===== config.mk =====
export PLATFORM = sky130hd
export DESIGN_NAME = push_request_line_parser_unit
export DESIGN_NICKNAME = d
export VERILOG_FILES = /design/src/hw/rtl/prlp_pkg.sv /design/src/hw/rtl/prlp_mac10.sv /design/src/hw/rtl/prlp_core.sv /design/src/hw/rtl/push_request_line_parser_unit.sv
export SDC_FILE = /design/constraint.sdc
export NUM_CORES = 1
export LEC_CHECK = 0
export ABC_AREA = 1
export ABC_CLOCK_PERIOD_IN_PS = 5900
export BUFFER_PORTS_ARGS = -buffer_cell sky130_fd_sc_hd__buf_2
export CAP_MARGIN = 25
export CORE_MARGIN = 1
export CORE_UTILIZATION = 45
export DETAILED_ROUTE_END_ITERATION = 10
export PLACE_DENSITY = 0.73
export RECOVER_POWER = 100
export SLEW_MARGIN = 20
export SYNTH_ARGS = -nofsm -noshare
export SYNTH_HDL_FRONTEND = slang
export SYNTH_HIERARCHICAL = 1
export SYNTH_SLANG_ARGS = --single-unit

===== constraint.sdc =====
create_clock -name clock -period 5.9 [get_ports clock]
set_clock_uncertainty 0.1 [all_clocks]
set_input_delay 1.18 -clock clock [delete_from_list [all_inputs] [get_ports clock]]
set_output_delay 1.18 -clock clock [all_outputs]
set_load 0.1 [all_outputs]

===== src/hw/rtl/prlp_pkg.sv =====
// ----------------------------------------------------------------------------
// prlp_pkg: shared types and constants of the request line parser
// Phase codes, result layout, byte classes and the "GET " prefix.
// ----------------------------------------------------------------------------
package prlp_pkg;

   localparam int BYTE_BITS     = 8;
   localparam int IMAGE_BITS    = 32;
   localparam int PORT_BITS     = 16;
   localparam int DIGIT_BITS    = 4;
   localparam int RSP_DATA_BITS = 56;   // 1 + 32 + 16 = 49, padded to 7 bytes

   localparam logic [BYTE_BITS-1:0] CHAR_SPACE = 8'h20;
   localparam logic [BYTE_BITS-1:0] CHAR_LF    = 8'h0A;
   localparam logic [BYTE_BITS-1:0] CHAR_CR    = 8'h0D;
   localparam logic [BYTE_BITS-1:0] CHAR_ZERO  = 8'h30;
   localparam logic [BYTE_BITS-1:0] CHAR_NINE  = 8'h39;

   localparam logic STATUS_OK     = 1'b0;
   localparam logic STATUS_REJECT = 1'b1;

   localparam logic [1:0] PREFIX_LAST   = 2'd3;
   localparam logic [1:0] NEWLINES_DONE = 2'd2;

   typedef enum logic [2:0] {
      PH_PREFIX   = 3'd0,
      PH_IMAGE    = 3'd1,
      PH_SKIP     = 3'd2,
      PH_PORT     = 3'd3,
      PH_NEWLINES = 3'd4
   } phase_type;

   typedef struct packed {
      logic                  status;
      logic [IMAGE_BITS-1:0] image_number;
      logic [PORT_BITS-1:0]  reply_port;
   } result_type;

   function automatic logic [BYTE_BITS-1:0] prefix_char(input logic [1:0] pos);
      logic [BYTE_BITS-1:0] c;
      unique case (pos)
         2'd0:    c = 8'h47;   // G
         2'd1:    c = 8'h45;   // E
         2'd2:    c = 8'h54;   // T
         default: c = CHAR_SPACE;
      endcase
      return c;
   endfunction

   function automatic logic [DIGIT_BITS-1:0] digit_of(input logic [BYTE_BITS-1:0] b);
      logic [BYTE_BITS-1:0] diff;
      diff = b - CHAR_ZERO;
      if (b >= CHAR_ZERO && b <= CHAR_NINE) begin
         return diff[DIGIT_BITS-1:0];
      end
      return '0;
   endfunction

   function automatic logic ends_number(input logic [BYTE_BITS-1:0] b);
      return (b == CHAR_SPACE) || (b == CHAR_LF) || (b == CHAR_CR);
   endfunction

endpackage


===== src/hw/rtl/prlp_mac10.sv =====
// ----------------------------------------------------------------------------
// prlp_mac10: saturating decimal accumulate
// Computes acc * 10 + digit, clamped to the all-ones value of WIDTH bits.
// ----------------------------------------------------------------------------
module prlp_mac10 #(
   parameter int WIDTH = 32
) (
   input  logic [WIDTH-1:0]                acc,
   input  logic [prlp_pkg::DIGIT_BITS-1:0] digit,
   output logic [WIDTH-1:0]                sum
);

   localparam int WIDE = WIDTH + 4;   // acc * 10 + 9 fits in four more bits

   logic [WIDE-1:0] acc_wide;
   logic [WIDE-1:0] prod;

   // times ten as times eight plus times two
   assign acc_wide = {4'b0000, acc};
   assign prod     = (acc_wide << 3) + (acc_wide << 1)
                   + {{(WIDE-prlp_pkg::DIGIT_BITS){1'b0}}, digit};
   assign sum      = (prod[WIDE-1:WIDTH] != 4'b0000) ? {WIDTH{1'b1}} : prod[WIDTH-1:0];

endmodule


===== src/hw/rtl/prlp_core.sv =====
// ----------------------------------------------------------------------------
// prlp_core: request line state and per-byte step
// Holds the parse state, works out one byte's effect and the result it makes.
// ----------------------------------------------------------------------------
module prlp_core #(
   parameter int NUMBER_BITS = 32
) (
   input  logic                               clock,
   input  logic                               reset,
   input  logic [prlp_pkg::BYTE_BITS-1:0]     byte_in,
   input  logic                               fire,
   output logic                               emit,
   output prlp_pkg::result_type               result
);

   prlp_pkg::phase_type           phase_ff,  phase_in;
   logic [1:0]                    pos_ff,    pos_in;
   logic                          ok_ff,     ok_in;
   logic [NUMBER_BITS-1:0]        number_ff, number_in;
   logic [prlp_pkg::PORT_BITS-1:0] port_ff,  port_in;
   logic [1:0]                    nl_ff,     nl_in;

   logic [prlp_pkg::DIGIT_BITS-1:0] digit;
   logic [NUMBER_BITS-1:0]          number_mac;
   logic [prlp_pkg::PORT_BITS-1:0]  port_mac;
   logic [1:0]                      nl_next;
   logic                            ok_next;
   logic [prlp_pkg::IMAGE_BITS-1:0] image_clamped;

   assign digit   = prlp_pkg::digit_of(byte_in);
   assign nl_next = nl_ff + {1'b0, (byte_in == prlp_pkg::CHAR_LF)};
   assign ok_next = ok_ff && (byte_in == prlp_pkg::prefix_char(pos_ff));

   prlp_mac10 #(.WIDTH(NUMBER_BITS)) u_number_mac (
      .acc   (number_ff),
      .digit (digit),
      .sum   (number_mac)
   );

   prlp_mac10 #(.WIDTH(prlp_pkg::PORT_BITS)) u_port_mac (
      .acc   (port_ff),
      .digit (digit),
      .sum   (port_mac)
   );

   // Clamp the accumulator to the 32-bit result field
   generate
      if (NUMBER_BITS > prlp_pkg::IMAGE_BITS) begin : g_clamp
         assign image_clamped = (|number_ff[NUMBER_BITS-1:prlp_pkg::IMAGE_BITS])
                              ? {prlp_pkg::IMAGE_BITS{1'b1}}
                              : number_ff[prlp_pkg::IMAGE_BITS-1:0];
      end else if (NUMBER_BITS == prlp_pkg::IMAGE_BITS) begin : g_same
         assign image_clamped = number_ff;
      end else begin : g_extend
         assign image_clamped = {{(prlp_pkg::IMAGE_BITS-NUMBER_BITS){1'b0}}, number_ff};
      end
   endgenerate

   always_comb begin
      phase_in  = phase_ff;
      pos_in    = pos_ff;
      ok_in     = ok_ff;
      number_in = number_ff;
      port_in   = port_ff;
      nl_in     = nl_ff;
      emit      = 1'b0;
      result.status       = prlp_pkg::STATUS_OK;
      result.image_number = image_clamped;
      result.reply_port   = port_ff;
      unique case (phase_ff)
         prlp_pkg::PH_IMAGE: begin
            if (prlp_pkg::ends_number(byte_in)) begin
               phase_in = prlp_pkg::PH_SKIP;
            end else begin
               number_in = number_mac;
            end
         end
         prlp_pkg::PH_SKIP: begin
            if (byte_in == prlp_pkg::CHAR_SPACE) begin
               phase_in = prlp_pkg::PH_PORT;
            end
         end
         prlp_pkg::PH_PORT: begin
            if (prlp_pkg::ends_number(byte_in)) begin
               phase_in = prlp_pkg::PH_NEWLINES;
            end else begin
               port_in = port_mac;
            end
         end
         prlp_pkg::PH_NEWLINES: begin
            nl_in = nl_next;
            if (nl_next == prlp_pkg::NEWLINES_DONE) begin
               emit      = 1'b1;
               phase_in  = prlp_pkg::PH_PREFIX;
               pos_in    = '0;
               ok_in     = 1'b1;
               number_in = '0;
               port_in   = '0;
               nl_in     = '0;
            end
         end
         default: begin
            // prefix match; unused phase codes land here too
            ok_in = ok_next;
            if (pos_ff != prlp_pkg::PREFIX_LAST) begin
               pos_in = pos_ff + 2'd1;
            end else if (ok_next) begin
               phase_in  = prlp_pkg::PH_IMAGE;
               pos_in    = '0;
               number_in = '0;
               port_in   = '0;
               nl_in     = '0;
            end else begin
               emit      = 1'b1;
               result.status       = prlp_pkg::STATUS_REJECT;
               result.image_number = '0;
               result.reply_port   = '0;
               phase_in  = prlp_pkg::PH_PREFIX;
               pos_in    = '0;
               ok_in     = 1'b1;
               number_in = '0;
               port_in   = '0;
               nl_in     = '0;
            end
         end
      endcase
   end

   always_ff @(posedge clock) begin
      if (reset) begin
         phase_ff  <= prlp_pkg::PH_PREFIX;
         pos_ff    <= '0;
         ok_ff     <= 1'b1;
         number_ff <= '0;
         port_ff   <= '0;
         nl_ff     <= '0;
      end else if (fire) begin
         phase_ff  <= phase_in;
         pos_ff    <= pos_in;
         ok_ff     <= ok_in;
         number_ff <= number_in;
         port_ff   <= port_in;
         nl_ff     <= nl_in;
      end
   end

endmodule


===== src/hw/rtl/push_request_line_parser_unit.sv =====
// ----------------------------------------------------------------------------
// push_request_line_parser_unit: request line parser, one byte per item
// Parses "GET <image> <port>" followed by two LF bytes into one result item.
// ----------------------------------------------------------------------------
// Feed the request one byte per item on req_. The unit checks for the "GET "
// prefix, then collects a decimal image number up to a space, CR or LF, skips
// to the next space, collects a decimal port the same way, and after two more
// LF bytes returns one item with status 0, the image number and the port.
// A wrong prefix returns an item with status 1 and zero fields right after
// the fourth byte. Non-digit bytes inside a number count as digit 0, and both
// numbers saturate. The unit takes one byte every cycle while no byte is held
// back: a byte waits in the input register, is stepped through the parse state,
// and its result, if any, is shown on rsp_ the cycle after the step. Only a byte
// that makes a result waits while an earlier result has not been taken.
// ----------------------------------------------------------------------------
module push_request_line_parser_unit #(
   parameter int NUMBER_BITS = 32   // image number accumulator width, 8 to 64
) (
   input  logic                                clock,
   input  logic                                reset,
   input  logic                                req_tvalid,
   output logic                                req_tready,
   input  logic [prlp_pkg::BYTE_BITS-1:0]      req_tdata,   // [7:0] rx_byte
   output logic                                rsp_tvalid,
   input  logic                                rsp_tready,
   // [0] status, [32:1] image_number, [48:33] reply_port, [55:49] zero
   output logic [prlp_pkg::RSP_DATA_BITS-1:0]  rsp_tdata
);

   localparam int PAD_BITS = prlp_pkg::RSP_DATA_BITS - 1
                           - prlp_pkg::IMAGE_BITS - prlp_pkg::PORT_BITS;

   // input register
   logic                           in_valid_ff, in_valid_in;
   logic [prlp_pkg::BYTE_BITS-1:0] in_byte_ff,  in_byte_in;

   // result register
   logic                           rsp_valid_ff, rsp_valid_in;
   prlp_pkg::result_type           rsp_data_ff,  rsp_data_in;

   logic                           core_emit;
   prlp_pkg::result_type           core_result;
   logic                           out_free;
   logic                           fire;
   logic                           req_take;

   prlp_core #(.NUMBER_BITS(NUMBER_BITS)) u_core (
      .clock   (clock),
      .reset   (reset),
      .byte_in (in_byte_ff),
      .fire    (fire),
      .emit    (core_emit),
      .result  (core_result)
   );

   // Result slot is free when empty or drained this cycle
   assign out_free = !rsp_valid_ff || rsp_tready;
   // Step the held byte unless it makes a result with nowhere to go
   assign fire     = in_valid_ff && (out_free || !core_emit);
   assign req_tready = !in_valid_ff || fire;
   assign req_take   = req_tvalid && req_tready;

   always_comb begin
      in_valid_in = in_valid_ff;
      in_byte_in  = in_byte_ff;
      if (req_take) begin
         in_valid_in = 1'b1;
         in_byte_in  = req_tdata;
      end else if (fire) begin
         in_valid_in = 1'b0;
      end
   end

   always_comb begin
      rsp_valid_in = rsp_valid_ff;
      rsp_data_in  = rsp_data_ff;
      if (fire && core_emit) begin
         rsp_valid_in = 1'b1;
         rsp_data_in  = core_result;
      end else if (rsp_tready) begin
         rsp_valid_in = 1'b0;
      end
   end

   always_ff @(posedge clock) begin
      if (reset) begin
         in_valid_ff  <= 1'b0;
         rsp_valid_ff <= 1'b0;
      end else begin
         in_valid_ff  <= in_valid_in;
         rsp_valid_ff <= rsp_valid_in;
      end
   end

   // Payload: load only, no reset
   always_ff @(posedge clock) begin
      in_byte_ff  <= in_byte_in;
      rsp_data_ff <= rsp_data_in;
   end

   assign rsp_tvalid = rsp_valid_ff;
   assign rsp_tdata  = {{PAD_BITS{1'b0}}, rsp_data_ff.reply_port,
                        rsp_data_ff.image_number, rsp_data_ff.status};

   // A reject item never carries parsed values
   a_reject_zero: assert property (@(posedge clock) disable iff (reset)
      (rsp_valid_ff && rsp_data_ff.status == prlp_pkg::STATUS_REJECT) |->
      (rsp_data_ff.image_number == '0 && rsp_data_ff.reply_port == '0))
      else $error("reject item with nonzero fields");

   // A byte whose result is blocked stays in the input register
   a_hold_blocked: assert property (@(posedge clock) disable iff (reset)
      (in_valid_ff && core_emit && !out_free) |=> (in_valid_ff && $stable(in_byte_ff)))
      else $error("blocked byte lost from input register");

   // A produced result shows up on the output next cycle
   a_emit_shown: assert property (@(posedge clock) disable iff (reset)
      (fire && core_emit) |=> rsp_valid_ff)
      else $error("produced result not presented");

   // An empty input register always takes a byte
   a_empty_ready: assert property (@(posedge clock) disable iff (reset)
      !in_valid_ff |-> req_tready)
      else $error("empty input register refused a byte");

endmodule


==> results by group, run 1 <==
Status
  • Status: complete, but fails checks
  • Failing checks: capacitance limit, slew limit

Floorplanning
  • FP Rows: 54
  • Die ar.: 23500 um^2
  • Starting density of the core: 46.5%
  • Die W: 153 um
  • Area of the core: 22200 um^2
  • Die Ht: 153 um
  • IO Count: 70

Critical path
  • CP max-delay cell: clkbuf_1
  • Max FO, Critical Path: 35
  • Worst-path cell chain: nor2_1 -> nand2_1 -> nor2_1 -> ha_1 -> nand3b_1 -> o22ai_1 -> nand3_1 -> inv_1 -> clkbuf_1
  • Most used cell, CP: nor2_1
  • CP Data Required Time: 5.80 ns
  • Startpoint types: flip-flop
  • Max stage delay on crit path: 1.49 ns
  • Nature of the critical path endpoint: flip-flop
  • Worst Path Arrival: 4.31 ns
  • Buffers and inverters on the worst path: 2
  • Cell family with most CP delay: buffers and inverters
  • Critical path type: reg2reg

Pwr
  • Sw Ratio: 22.6%
  • VDD IR max: 216 uV
  • Lkg Pwr: 5.97 nW
  • P_int: 0.00163 W
  • Pwr dens: 190 nW/um^2
  • Clock group share of total power: 54.6%
  • Reg power frac: 40.4%
  • Logic pwr share: 4.9%
  • Net Switching: 0.000475 W

Drt
  • Post-route ant nets: 0
  • Initial drt markers: 668
  • Final WL: 24800 um
  • First-pass DRT Iterations: 5
  • Via count: 9060
  • Avg WL per Cell: 13.5 um
  • # DRC: 0
  • DR vias/cell: 4.94

Timing
  • Fin. Hold Viols: 0
  • Achievable clock frequency: 227 MHz
  • Final Max Slew Viols: 70
  • Tcrit/Tclk final: 74.6%
  • RSZ-0062 raised after global routing: false
  • Setup_tns: 0 ns
  • Slew HR: -34.5%
  • Tightest Pin Transition: 2.02 ns
  • Fin crit period: 4.40 ns
  • Finish-stage setup viols: 0

Logic synthesis
  • #FFs+latches synth: 115
  • Leading cell types by count after synthesis: nand2_1, inv_1, nor2_1
  • Post-synth ARST share: 0%
  • Top FF cell, synth: dfxtp_1
  • Synthesized cell area: 10300 um^2
  • Yosys top cell area share: 16.6%
  • Mapped Cells: 1495
  • Most numerous cell in the Yosys netlist: nand2_1
  • Yosys top cell by area: edfxtp_1
  • Post-synthesis cell type count: 41
  • Post-synthesis sequential area ratio: 27.9%
  • Synth top area cells: edfxtp_1, nand2_1, ha_1
  • Syn Area/Cell: 6.89 um^2
  • EDFF count, synth: 57
  • YS warnings: 6

Final layout
  • Layout Nets: 1658
  • Finished Layout Cells: 1835
  • Antenna cells: 0
  • Area delta synth->final: 7.49%
  • Design Area, Final: 11100 um^2
  • Layout cell share with drive strength beyond 1: 10.8%

CTS
  • CTS tree: built
  • Post-CTS sizing: 0
  • Cts hold-fix bufs: 0
  • Insertion delay to the later sink of the worst-skew pair: 0.42 ns
  • Maximum buffer depth of the clock tree: 2
  • Setup bufs post-CTS: 0
  • Inserted Clock Buffers: 17
  • Clock slew at reported path FFs: 0.06 ns
  • CTS root buf: clkbuf_16
  • H-tree levels: 4
  • Clk sink count: 115

Placement
  • Placed Instance Area: 10700 um^2
  • # port buffers: 62
  • DP Cell Count: 1803
  • Placer congestion estimate: 0.967
  • DP Wirelength: 18500 um

Worst hold path
  • Hold Path Class: reg2reg

Global route
  • Initial antenna violation count: 0
  • First-pass GRT wire length: 40400 um
  • Largest net degree at the start of global routing: 51
  • Vias in the first global route: 8301
  • Total gr overflow: 0
  • All-Layer GR Usage: 21.4%

Flow run
  • Max-cap violations: 2
layout by cell type, fill, tap and decap left out, drive strengths merged:
cell type | netlist | routed
o22ai | 2 | 2
o21ai | 8 | 8
a21o | 1 | 1
clkinvlp | 0 | 1
or2 | 3 | 3
fa | 4 | 4
dfxtp | 58 | 58
a21oi | 40 | 40
nand4 | 40 | 40
nor3 | 11 | 11
o21bai | 8 | 8
xor2 | 8 | 8
nand3b | 4 | 4
inv | 292 | 293
and2 | 2 | 2
buf | 37 | 11
conb | 1 | 7
clkbuf | 6 | 73
edfxtp | 57 | 57
nand3 | 95 | 95
ha | 100 | 100
xnor2 | 21 | 21
clkinv | 1 | 7
nor2 | 211 | 211
nand2 | 485 | 485
bufinv | 0 | 5
path summary, 6_finish.rpt:
| check | start | to | slack [ns] | cells after the start |
|---|---|---|---|---|
| min reg2reg | u_core/nl_ff[0] | u_core/nl_ff[0] | 0.37 | 2 |
| max reg2reg | in_byte_ff[4] | rsp_tdata[38] | 1.50 | 9 |
| max | in_byte_ff[4] | rsp_tdata[38] | 1.50 | 9 |
| min | u_core/nl_ff[0] | u_core/nl_ff[0] | 0.37 | 2 |
sequential cells by signal (all words and copies together), names as in the netlist:
signal                count
u_core/nl_ff              2
u_core/image_clamped     32
u_core/phase_ff           3
rsp_tdata                49
in_byte_ff                8
rsp_tvalid                1
in_valid_ff               1
u_core/port_ff           16
u_core/ok_ff              1
u_core/pos_ff             2
through the flow:
step / worst slack [ns] / hold WS (ns) / utilization (%) / power, W
after floorplan: 2.57 / 0.338 / - / 0.000956
after global routing: 1.11 / 0.403 / 50.0 / 0.00217
after global placement: 1.87 / 0.359 / 48.1 / 0.000971
after detailed placement: 1.77 / 0.366 / 48.3 / 0.000973
after CTS: 1.73 / 0.375 / 51.2 / 0.00213
final: 1.50 / 0.375 / 50.0 / 0.00210
kinds of logic after synthesis:
family / Yosys count / share of synthesized area [%]
AOI/OAI and AO/OA: 59 / 3.80
xor gates and xnor gates: 29 / 2.47
adders and majority gates: 104 / 12.9
buffers and inverters: 336 / 14.0
DFF: 115 / 27.9
other: 1 / 0.0364
and+or+nand+nor: 851 / 38.9
power by group through the flow:
stage / combinational (W) / sequential [W] / clock [W]
2_1_floorplan: 0.0000889 / 0.000867 / 0
3_3_place_gp: 0.000105 / 0.000866 / 0
3_5_place_dp: 0.000106 / 0.000866 / 0
4_1_cts: 0.000107 / 0.000850 / 0.00117
5_1_grt: 0.000115 / 0.000850 / 0.00121
6_report: 0.000104 / 0.000850 / 0.00115
worst reg2reg max path, delay by kind of cell (launching register included):
kind,cells,cell delay (ns)
compound gates,1,0.34
buf+inv,2,1.99
simple gates,5,0.76
flops,1,0.44
fa+ha+maj,1,0.30
metal layers:
layer / vias to the layer above / part of all wire [%] / global-route usage, % / wire length (um)
met1: 4064 / 48 / 28.7 / 11900
met3: 36 / 5.0 / 3.46 / 1240
met4: 0 / 1.9 / 7.60 / 476
met5: - / 0 / 0 / 0
met2: 267 / 45 / 34.8 / 11200
li1: 4693 / - / - / -
layout make-up:
cell class | instances | area, um^2
clock inverters | 13 | 206
well taps | 280 | 350
fillers | 2214 | 11100
repair buffers | 65 | 260
clock buffers | 19 | 443
inverters | 293 | 1100
flip-flops and latches | 115 | 2870
multi-input cells | 1050 | 5840
No activity file was read; power rests on OpenSTA's default activity.
==> run 2, diff against run 1 <==
--- a/config.mk
+++ b/config.mk
@@ -6,7 +6,7 @@
 export NUM_CORES = 1
 export LEC_CHECK = 0
 export ABC_AREA = 1
-export ABC_CLOCK_PERIOD_IN_PS = 5900
+export ABC_CLOCK_PERIOD_IN_PS = 4500
 export BUFFER_PORTS_ARGS = -buffer_cell sky130_fd_sc_hd__buf_2
 export CAP_MARGIN = 25
 export CORE_MARGIN = 1
==> constraint.sdc (replaced) <==
create_clock -name clock -period 4.5 [get_ports clock]
set_clock_uncertainty 0.1 [all_clocks]
set_input_delay 0.9 -clock clock [delete_from_list [all_inputs] [get_ports clock]]
set_output_delay 0.9 -clock clock [all_outputs]
set_load 0.1 [all_outputs]
==> run 2 against run 1 <==
  * The flow still finishes with violations (capacitance limit, slew limit)
  * Non-clock buffer count increased by 6
  * Die area unchanged
  * Global-route usage increased by 0.52 points
  * Final area decreased by 0.26%
  * Via count increased by 0.79%
  * Total power increased by 20%
  * Setup slack got worse by 1.1 ns
  * Largest cell class unchanged
  * Worst hold slack got worse by 0.0012 ns
  * Critical path type unchanged
  * Critical endpoint is now rsp_tdata[16]
  * Core utilization decreased by 0.13 points
  * Clock power increased by 9.6%
  * Register-to-register slack got worse by 1.1 ns
==> results by group, run 2 (synthesis gave the netlist of run 1 again) <==
Timing
  • Fin. Hold Viols: 0
  • Final Max Slew Viols: 35
  • Min Hold Slack: 0.374 ns
  • Fin crit period: 4.13 ns
  • RSZ-0062 raised after global routing: false
  • Achievable clock frequency: 242 MHz
  • Tightest Pin Transition: 2.70 ns
  • Finish-stage setup viols: 0
  • Tcrit/Tclk final: 91.8%
  • Final worst setup slack: 0.368 ns
  • Slew HR: -80.7%
  • Setup_tns: 0 ns

Final layout
  • Area delta synth->final: 7.21%
  • Most frequent cells in the layout: nand2_1, inv_1, nor2_1
  • Most common cell after layout, fill and taps aside: nand2_1
  • Layout Nets: 1664
  • Antenna cells: 0
  • Layout cell share with drive strength beyond 1: 11.2%
  • Max reg flops: 49

Drt
  • Final WL: 25300 um
  • # DRC: 0
  • Initial drt markers: 573
  • First-pass DRT Iterations: 6
  • Post-route ant nets: 0
  • Via count: 9132
  • DR vias/cell: 4.96
  • Avg WL per Cell: 13.7 um

Status
  • Failing checks: capacitance limit, slew limit
  • Status: complete, but fails checks

Pwr
  • Clock group share of total power: 50.1%
  • Lkg Pwr: 5.99 nW
  • VDD IR max: 265 uV
  • Pwr dens: 228 nW/um^2
  • Logic pwr share: 5.6%
  • Reg power frac: 44.2%
  • Sw Ratio: 24.2%
  • P_int: 0.00191 W
  • Net Switching: 0.000611 W

CTS
  • Clock slew at reported path FFs: 0.06 ns
  • CTS root buf: clkbuf_16
  • CTS tree: built
  • Clk sink count: 115
  • Inserted Clock Buffers: 17
  • Post-CTS sizing: 0
  • Maximum buffer depth of the clock tree: 2
  • Setup bufs post-CTS: 0
  • Insertion delay to the later sink of the worst-skew pair: 0.42 ns
  • Cts hold-fix bufs: 0
  • H-tree levels: 4

Global route
  • GR Layer Usage met3: 4.28%
  • Vias in the first global route: 8647
  • First-pass GRT wire length: 41400 um
  • Initial antenna violation count: 0
  • Total gr overflow: 0
  • M1 GR Usage: 27.9%
  • Global route hottest layer: met2
  • Largest net degree at the start of global routing: 40
  • Met2 Use GR: 36.5%
  • All-Layer GR Usage: 22.0%

Placement
  • # port buffers: 62
  • Place WS: 0.476 ns
  • Placer congestion estimate: 0.932
  • DP Wirelength: 19100 um

Critical path
  • CP Data Required Time: 4.56 ns
  • Critical path type: reg2reg
  • Startpoint types: flip-flop
  • Max FO, Critical Path: 34
  • Nature of the critical path endpoint: flip-flop
  • Worst Path Arrival: 4.19 ns

Floorplanning
  • IO Count: 70
  • Die W: 153 um
  • Starting density of the core: 46.5%
  • Die Ht: 153 um
  • Area of the core: 22200 um^2
  • Die ar.: 23500 um^2
  • FP Rows: 54

Worst hold path
  • Hold Path Class: reg2reg

Flow run
  • Max-cap violations: 1
[run 2: worst paths after layout]
check,startpoint,end,slack [ns],depth (start not counted)
max reg2reg,u_core/pos_ff[0],rsp_tdata[16],0.37,10
max,u_core/pos_ff[0],rsp_tdata[16],0.37,10
min reg2reg,u_core/nl_ff[0],u_core/nl_ff[0],0.37,2
min,u_core/nl_ff[0],u_core/nl_ff[0],0.37,2
[run 2: area by class of cell]
type                            count  area, um^2
Tap cell                          280         350
Sequential cell                   115        2870
Clock buffer                       21         450
Inverter                          293        1100
Multi-Input combinational cell   1050        5830
Fill cell                        2238       11100
Clock inverter                     11        88.8
Timing Repair Buffer               71         354
[run 2: metal layers]
layer  part of all wire [%]  up-vias
met4                    3.1        0
met2                     45      287
met5                      0        -
met1                     46     4088
met3                    5.5       51
li1                       -     4706
[run 2: critical path, stage by stage, from the launching register on]
cell and delay, ns:
dfxtp_1 0.38, inv_1 0.11, ha_1 0.24, nor2_1 0.13, xor2_1 0.07, nand2_1 0.06, inv_1 0.05, and2_1 0.18
nor2_1 1.98, buf_4 0.47, nor2_1 0.08
[run 2: power groups by stage]
stage | registers, W | logic (W) | clock network, W
global placement | 0.00114 | 0.000140 | 0
floorplan | 0.00114 | 0.000117 | 0
CTS | 0.00111 | 0.000142 | 0.00129
finish | 0.00111 | 0.000141 | 0.00126
global route | 0.00111 | 0.000155 | 0.00134
detailed placement | 0.00114 | 0.000141 | 0
[run 2: metrics by stage]
stage                     instances  utilization, %  area, um^2  total power [W]
after CTS                      1840            50.9       11300          0.00254
after floorplan                1501               -       10300          0.00125
after detailed placement       1808            48.4       10700          0.00128
after global routing           1841            49.8       11000          0.00261
final                          1841            49.8       11000          0.00252
after global placement         1808            48.4       10700          0.00127
==> run 3, diff against run 2 <==
--- a/config.mk
+++ b/config.mk
@@ -12,10 +12,10 @@
 export CORE_MARGIN = 1
 export CORE_UTILIZATION = 45
 export DETAILED_ROUTE_END_ITERATION = 10
-export PLACE_DENSITY = 0.73
+export PLACE_DENSITY = 0.74
 export RECOVER_POWER = 100
+export REMOVE_ABC_BUFFERS = 1
 export SLEW_MARGIN = 20
 export SYNTH_ARGS = -nofsm -noshare
 export SYNTH_HDL_FRONTEND = slang
-export SYNTH_HIERARCHICAL = 1
 export SYNTH_SLANG_ARGS = --single-unit
==> run 3 against run 2 <==
  * The run now ends clean
  * Critical endpoint is now u_core.image_clamped[26]
  * Largest power group unchanged
  * Sequential power about the same
  * Critical path depth increased by 12
  * Die area decreased by 15%
  * Largest cell class unchanged
  * Register-to-register slack improved by 0.21 ns
==> results by group, run 3 <==
Status
  • Status: finished, final reports clean

Final layout
  • Layout cell share with drive strength beyond 1: 5.28%
  • Area delta synth->final: 11.8%
  • Design Area, Final: 9820 um^2
  • Most frequent cells in the layout: nand2_1, inv_1, nor2_1
  • Layout Nets: 1427
  • Most common cell after layout, fill and taps aside: nand2_1
  • Antenna cells: 0
  • FILL cells: 1880
  • Max reg flops: 49

Critical path
  • Reg-to-reg critical path endpoint: u_core.image_clamped[26]
  • CP max-delay cell: fa_1
  • Nature of the critical path endpoint: flip-flop
  • Most used cell, CP: nand2_1
  • Cell family with most CP delay: simple AND/OR/NAND/NOR gates
  • Worst path depth: 22
  • Critical path type: reg2reg
  • Buffers and inverters on the worst path: 2
  • Worst Setup EP: u_core.image_clamped[26]
  • Max stage delay on crit path: 0.49 ns
  • Worst-path cell chain: nor2_1 -> inv_1 -> nor3_1 -> nand2_1 -> nor2_1 -> fa_1 -> ha_1 -> nand2_1 -> nand2_1 -> nand3_1 -> nand2_1 -> nand2_1 -> nand2_1 -> nand2_1 -> nand2_1 -> nand2_1 -> nand2_1 -> nor2_2 -> clkbuf_4 -> nand3_1 -> nand2_1 -> a21oi_1
  • Worst setup path start: in_byte_ff[6]
  • R2R Path Start: in_byte_ff[6]
  • Worst Path Arrival: 4.12 ns
  • Startpoint types: flip-flop
  • CP Data Required Time: 4.70 ns
  • Max FO, Critical Path: 32
  • Reg2Reg Depth: 22
  • R2R setup slack: 0.58 ns

Drt
  • DR vias/cell: 5.04
  • Via count: 7986
  • Final WL: 21700 um
  • # DRC: 0
  • First-pass DRT Iterations: 5
  • Avg WL per Cell: 13.7 um
  • Post-route ant nets: 0
  • Initial drt markers: 650

Floorplanning
  • FP Rows: 50
  • IO Count: 70
  • Area of the core: 18900 um^2
  • Die ar.: 20100 um^2
  • Die Ht: 142 um
  • Die W: 142 um
  • Starting density of the core: 46.5%

Global route
  • Total gr overflow: 0
  • First-pass GRT wire length: 35800 um
  • Largest net degree at the start of global routing: 34
  • Initial antenna violation count: 0
  • Vias in the first global route: 7377
  • All-Layer GR Usage: 22.5%

CTS
  • Inserted Clock Buffers: 17
  • Post-CTS sizing: 0
  • Clock slew at reported path FFs: 0.06 ns
  • Insertion delay to the later sink of the worst-skew pair: 0.43 ns
  • Clk sink count: 115
  • H-tree levels: 4
  • CTS root buf: clkbuf_16
  • CTS tree: built
  • Maximum buffer depth of the clock tree: 2
  • Setup bufs post-CTS: 0
  • Cts hold-fix bufs: 0

Logic synthesis
  • Most numerous cell in the Yosys netlist: nand2_1
  • Post-synth ARST share: 0%
  • Syn Area/Cell: 7.03 um^2
  • EDFF count, synth: 57
  • Post-synthesis cell type count: 38
  • Yosys top cell area share: 19.5%
  • #FFs+latches synth: 115
  • Leading cell types by count after synthesis: nand2_1, inv_1, nor2_1
  • Synthesized cell area: 8780 um^2
  • Mapped Cells: 1250
  • YS warnings: 0
  • Synth top area cells: edfxtp_1, nand2_1, ha_1
  • Top FF cell, synth: dfxtp_1
  • Yosys top cell by area: edfxtp_1
  • Post-synthesis sequential area ratio: 32.7%

Flow run
  • Max-cap violations: 0

Pwr
  • Net Switching: 0.000603 W
  • VDD IR max: 258 uV
  • Logic pwr share: 2.7%
  • Reg power frac: 42.7%
  • Sw Ratio: 23.2%
  • P_int: 0.00199 W
  • Pwr dens: 264 nW/um^2
  • Clock group share of total power: 54.6%
  • Lkg Pwr: 5.06 nW

Timing
  • Slew HR: 9.01%
  • Achievable clock frequency: 255 MHz
  • RSZ-0062 raised after global routing: false
  • Fin. Hold Viols: 0
  • Tightest Pin Transition: 1.36 ns
  • Fin crit period: 3.92 ns
  • Tcrit/Tclk final: 87.2%
  • Final worst setup slack: 0.575 ns
  • Setup_tns: 0 ns
  • Final Max Slew Viols: 0
  • Finish-stage setup viols: 0

Placement
  • # port buffers: 62
  • Placed Instance Area: 9310 um^2
  • Placer congestion estimate: 0.944
  • DP Wirelength: 15800 um
  • Place WS: 0.671 ns

Worst hold path
  • Hold Path Class: reg2reg
## run 3: cell count changes in the layout (fill, tap and decap cells not counted), sizes merged, moves of 5 or more
cell,previous run,this run
nor3,11,6
nand3b,4,10
nand2,485,391
a21oi,40,101
inv,292,187
o21ai,8,15
nand3,95,87
clkinv,10,4
a21o,1,6
nor2,211,143
nand4,40,5
## run 3: worst min-delay path, stage by stage, from the launching register on
cell and delay, ns:
dfxtp_1 0.31, nand2_1 0.06, a21oi_1 0.05
## run 3: worst min-delay path by stage
stage,startpoint,end,slack (ns),cells after the start
after global routing,u_core.nl_ff[1],u_core.nl_ff[1],0.39,2
final,u_core.phase_ff[0],u_core.phase_ff[0],0.37,2
after CTS,u_core.nl_ff[0],u_core.nl_ff[0],0.37,2
after global placement,u_core.nl_ff[0],u_core.nl_ff[0],0.35,2
after detailed placement,u_core.nl_ff[0],u_core.nl_ff[0],0.36,2
after floorplan,u_core.nl_ff[0],u_core.nl_ff[0],0.34,2
## run 3: layout make-up
| class | instances | area [um^2] | area share, % |
|---|---|---|---|
| timing repair buffer | 71 | 305 | 3.11 |
| clock inverter | 14 | 179 | 1.82 |
| sequential | 115 | 2870 | 29.2 |
| inverter | 183 | 687 | 6.99 |
| clock buffer | 18 | 429 | 4.37 |
| tap | 260 | 325 | 3.31 |
| multi-input combinational | 924 | 5020 | 51.2 |
## run 3: per-stage QoR
step                      power [W]  utilization, %  cells  hold slack (ns)
after global routing        0.00266            52.0   1585            0.389
final                       0.00259            52.0   1585            0.373
after detailed placement    0.00120            49.3   1553            0.365
after CTS                   0.00261            52.5   1585            0.375
after floorplan             0.00118               -   1222            0.337
after global placement      0.00120            49.3   1553            0.354
## run 3: power by group through the flow
| stage | Clock [W] | Sequential [W] | Combinational [W] |
|---|---|---|---|
| 4_1_cts | 0.00143 | 0.00111 | 0.0000705 |
| 5_1_grt | 0.00148 | 0.00111 | 0.0000756 |
| 3_5_place_dp | 0 | 0.00113 | 0.0000701 |
| 3_3_place_gp | 0 | 0.00113 | 0.0000696 |
| 2_1_floorplan | 0 | 0.00113 | 0.0000494 |
| 6_report | 0.00142 | 0.00111 | 0.0000699 |
## run 3: cells by family (layout without fill, tap and decap cells)
family,count (synthesis),after routing,synth area share (%)
simple gates,646,646,30.6
fa+ha+maj,103,103,15.0
other cells,1,7,0.0427
compound gates,136,136,8.35
buf+inv,217,286,10.1
flops,115,115,32.7
xor+xnor,32,32,3.19
## run 3: per-layer routing
metal | track usage (%) | up-vias | part of all wire (%)
li1 | - | 4115 | -
met1 | 31.2 | 3632 | 50
met2 | 36.2 | 212 | 45
met3 | 2.70 | 27 | 4.2
met4 | 7.24 | 0 | 1.3
met5 | 0 | - | 0
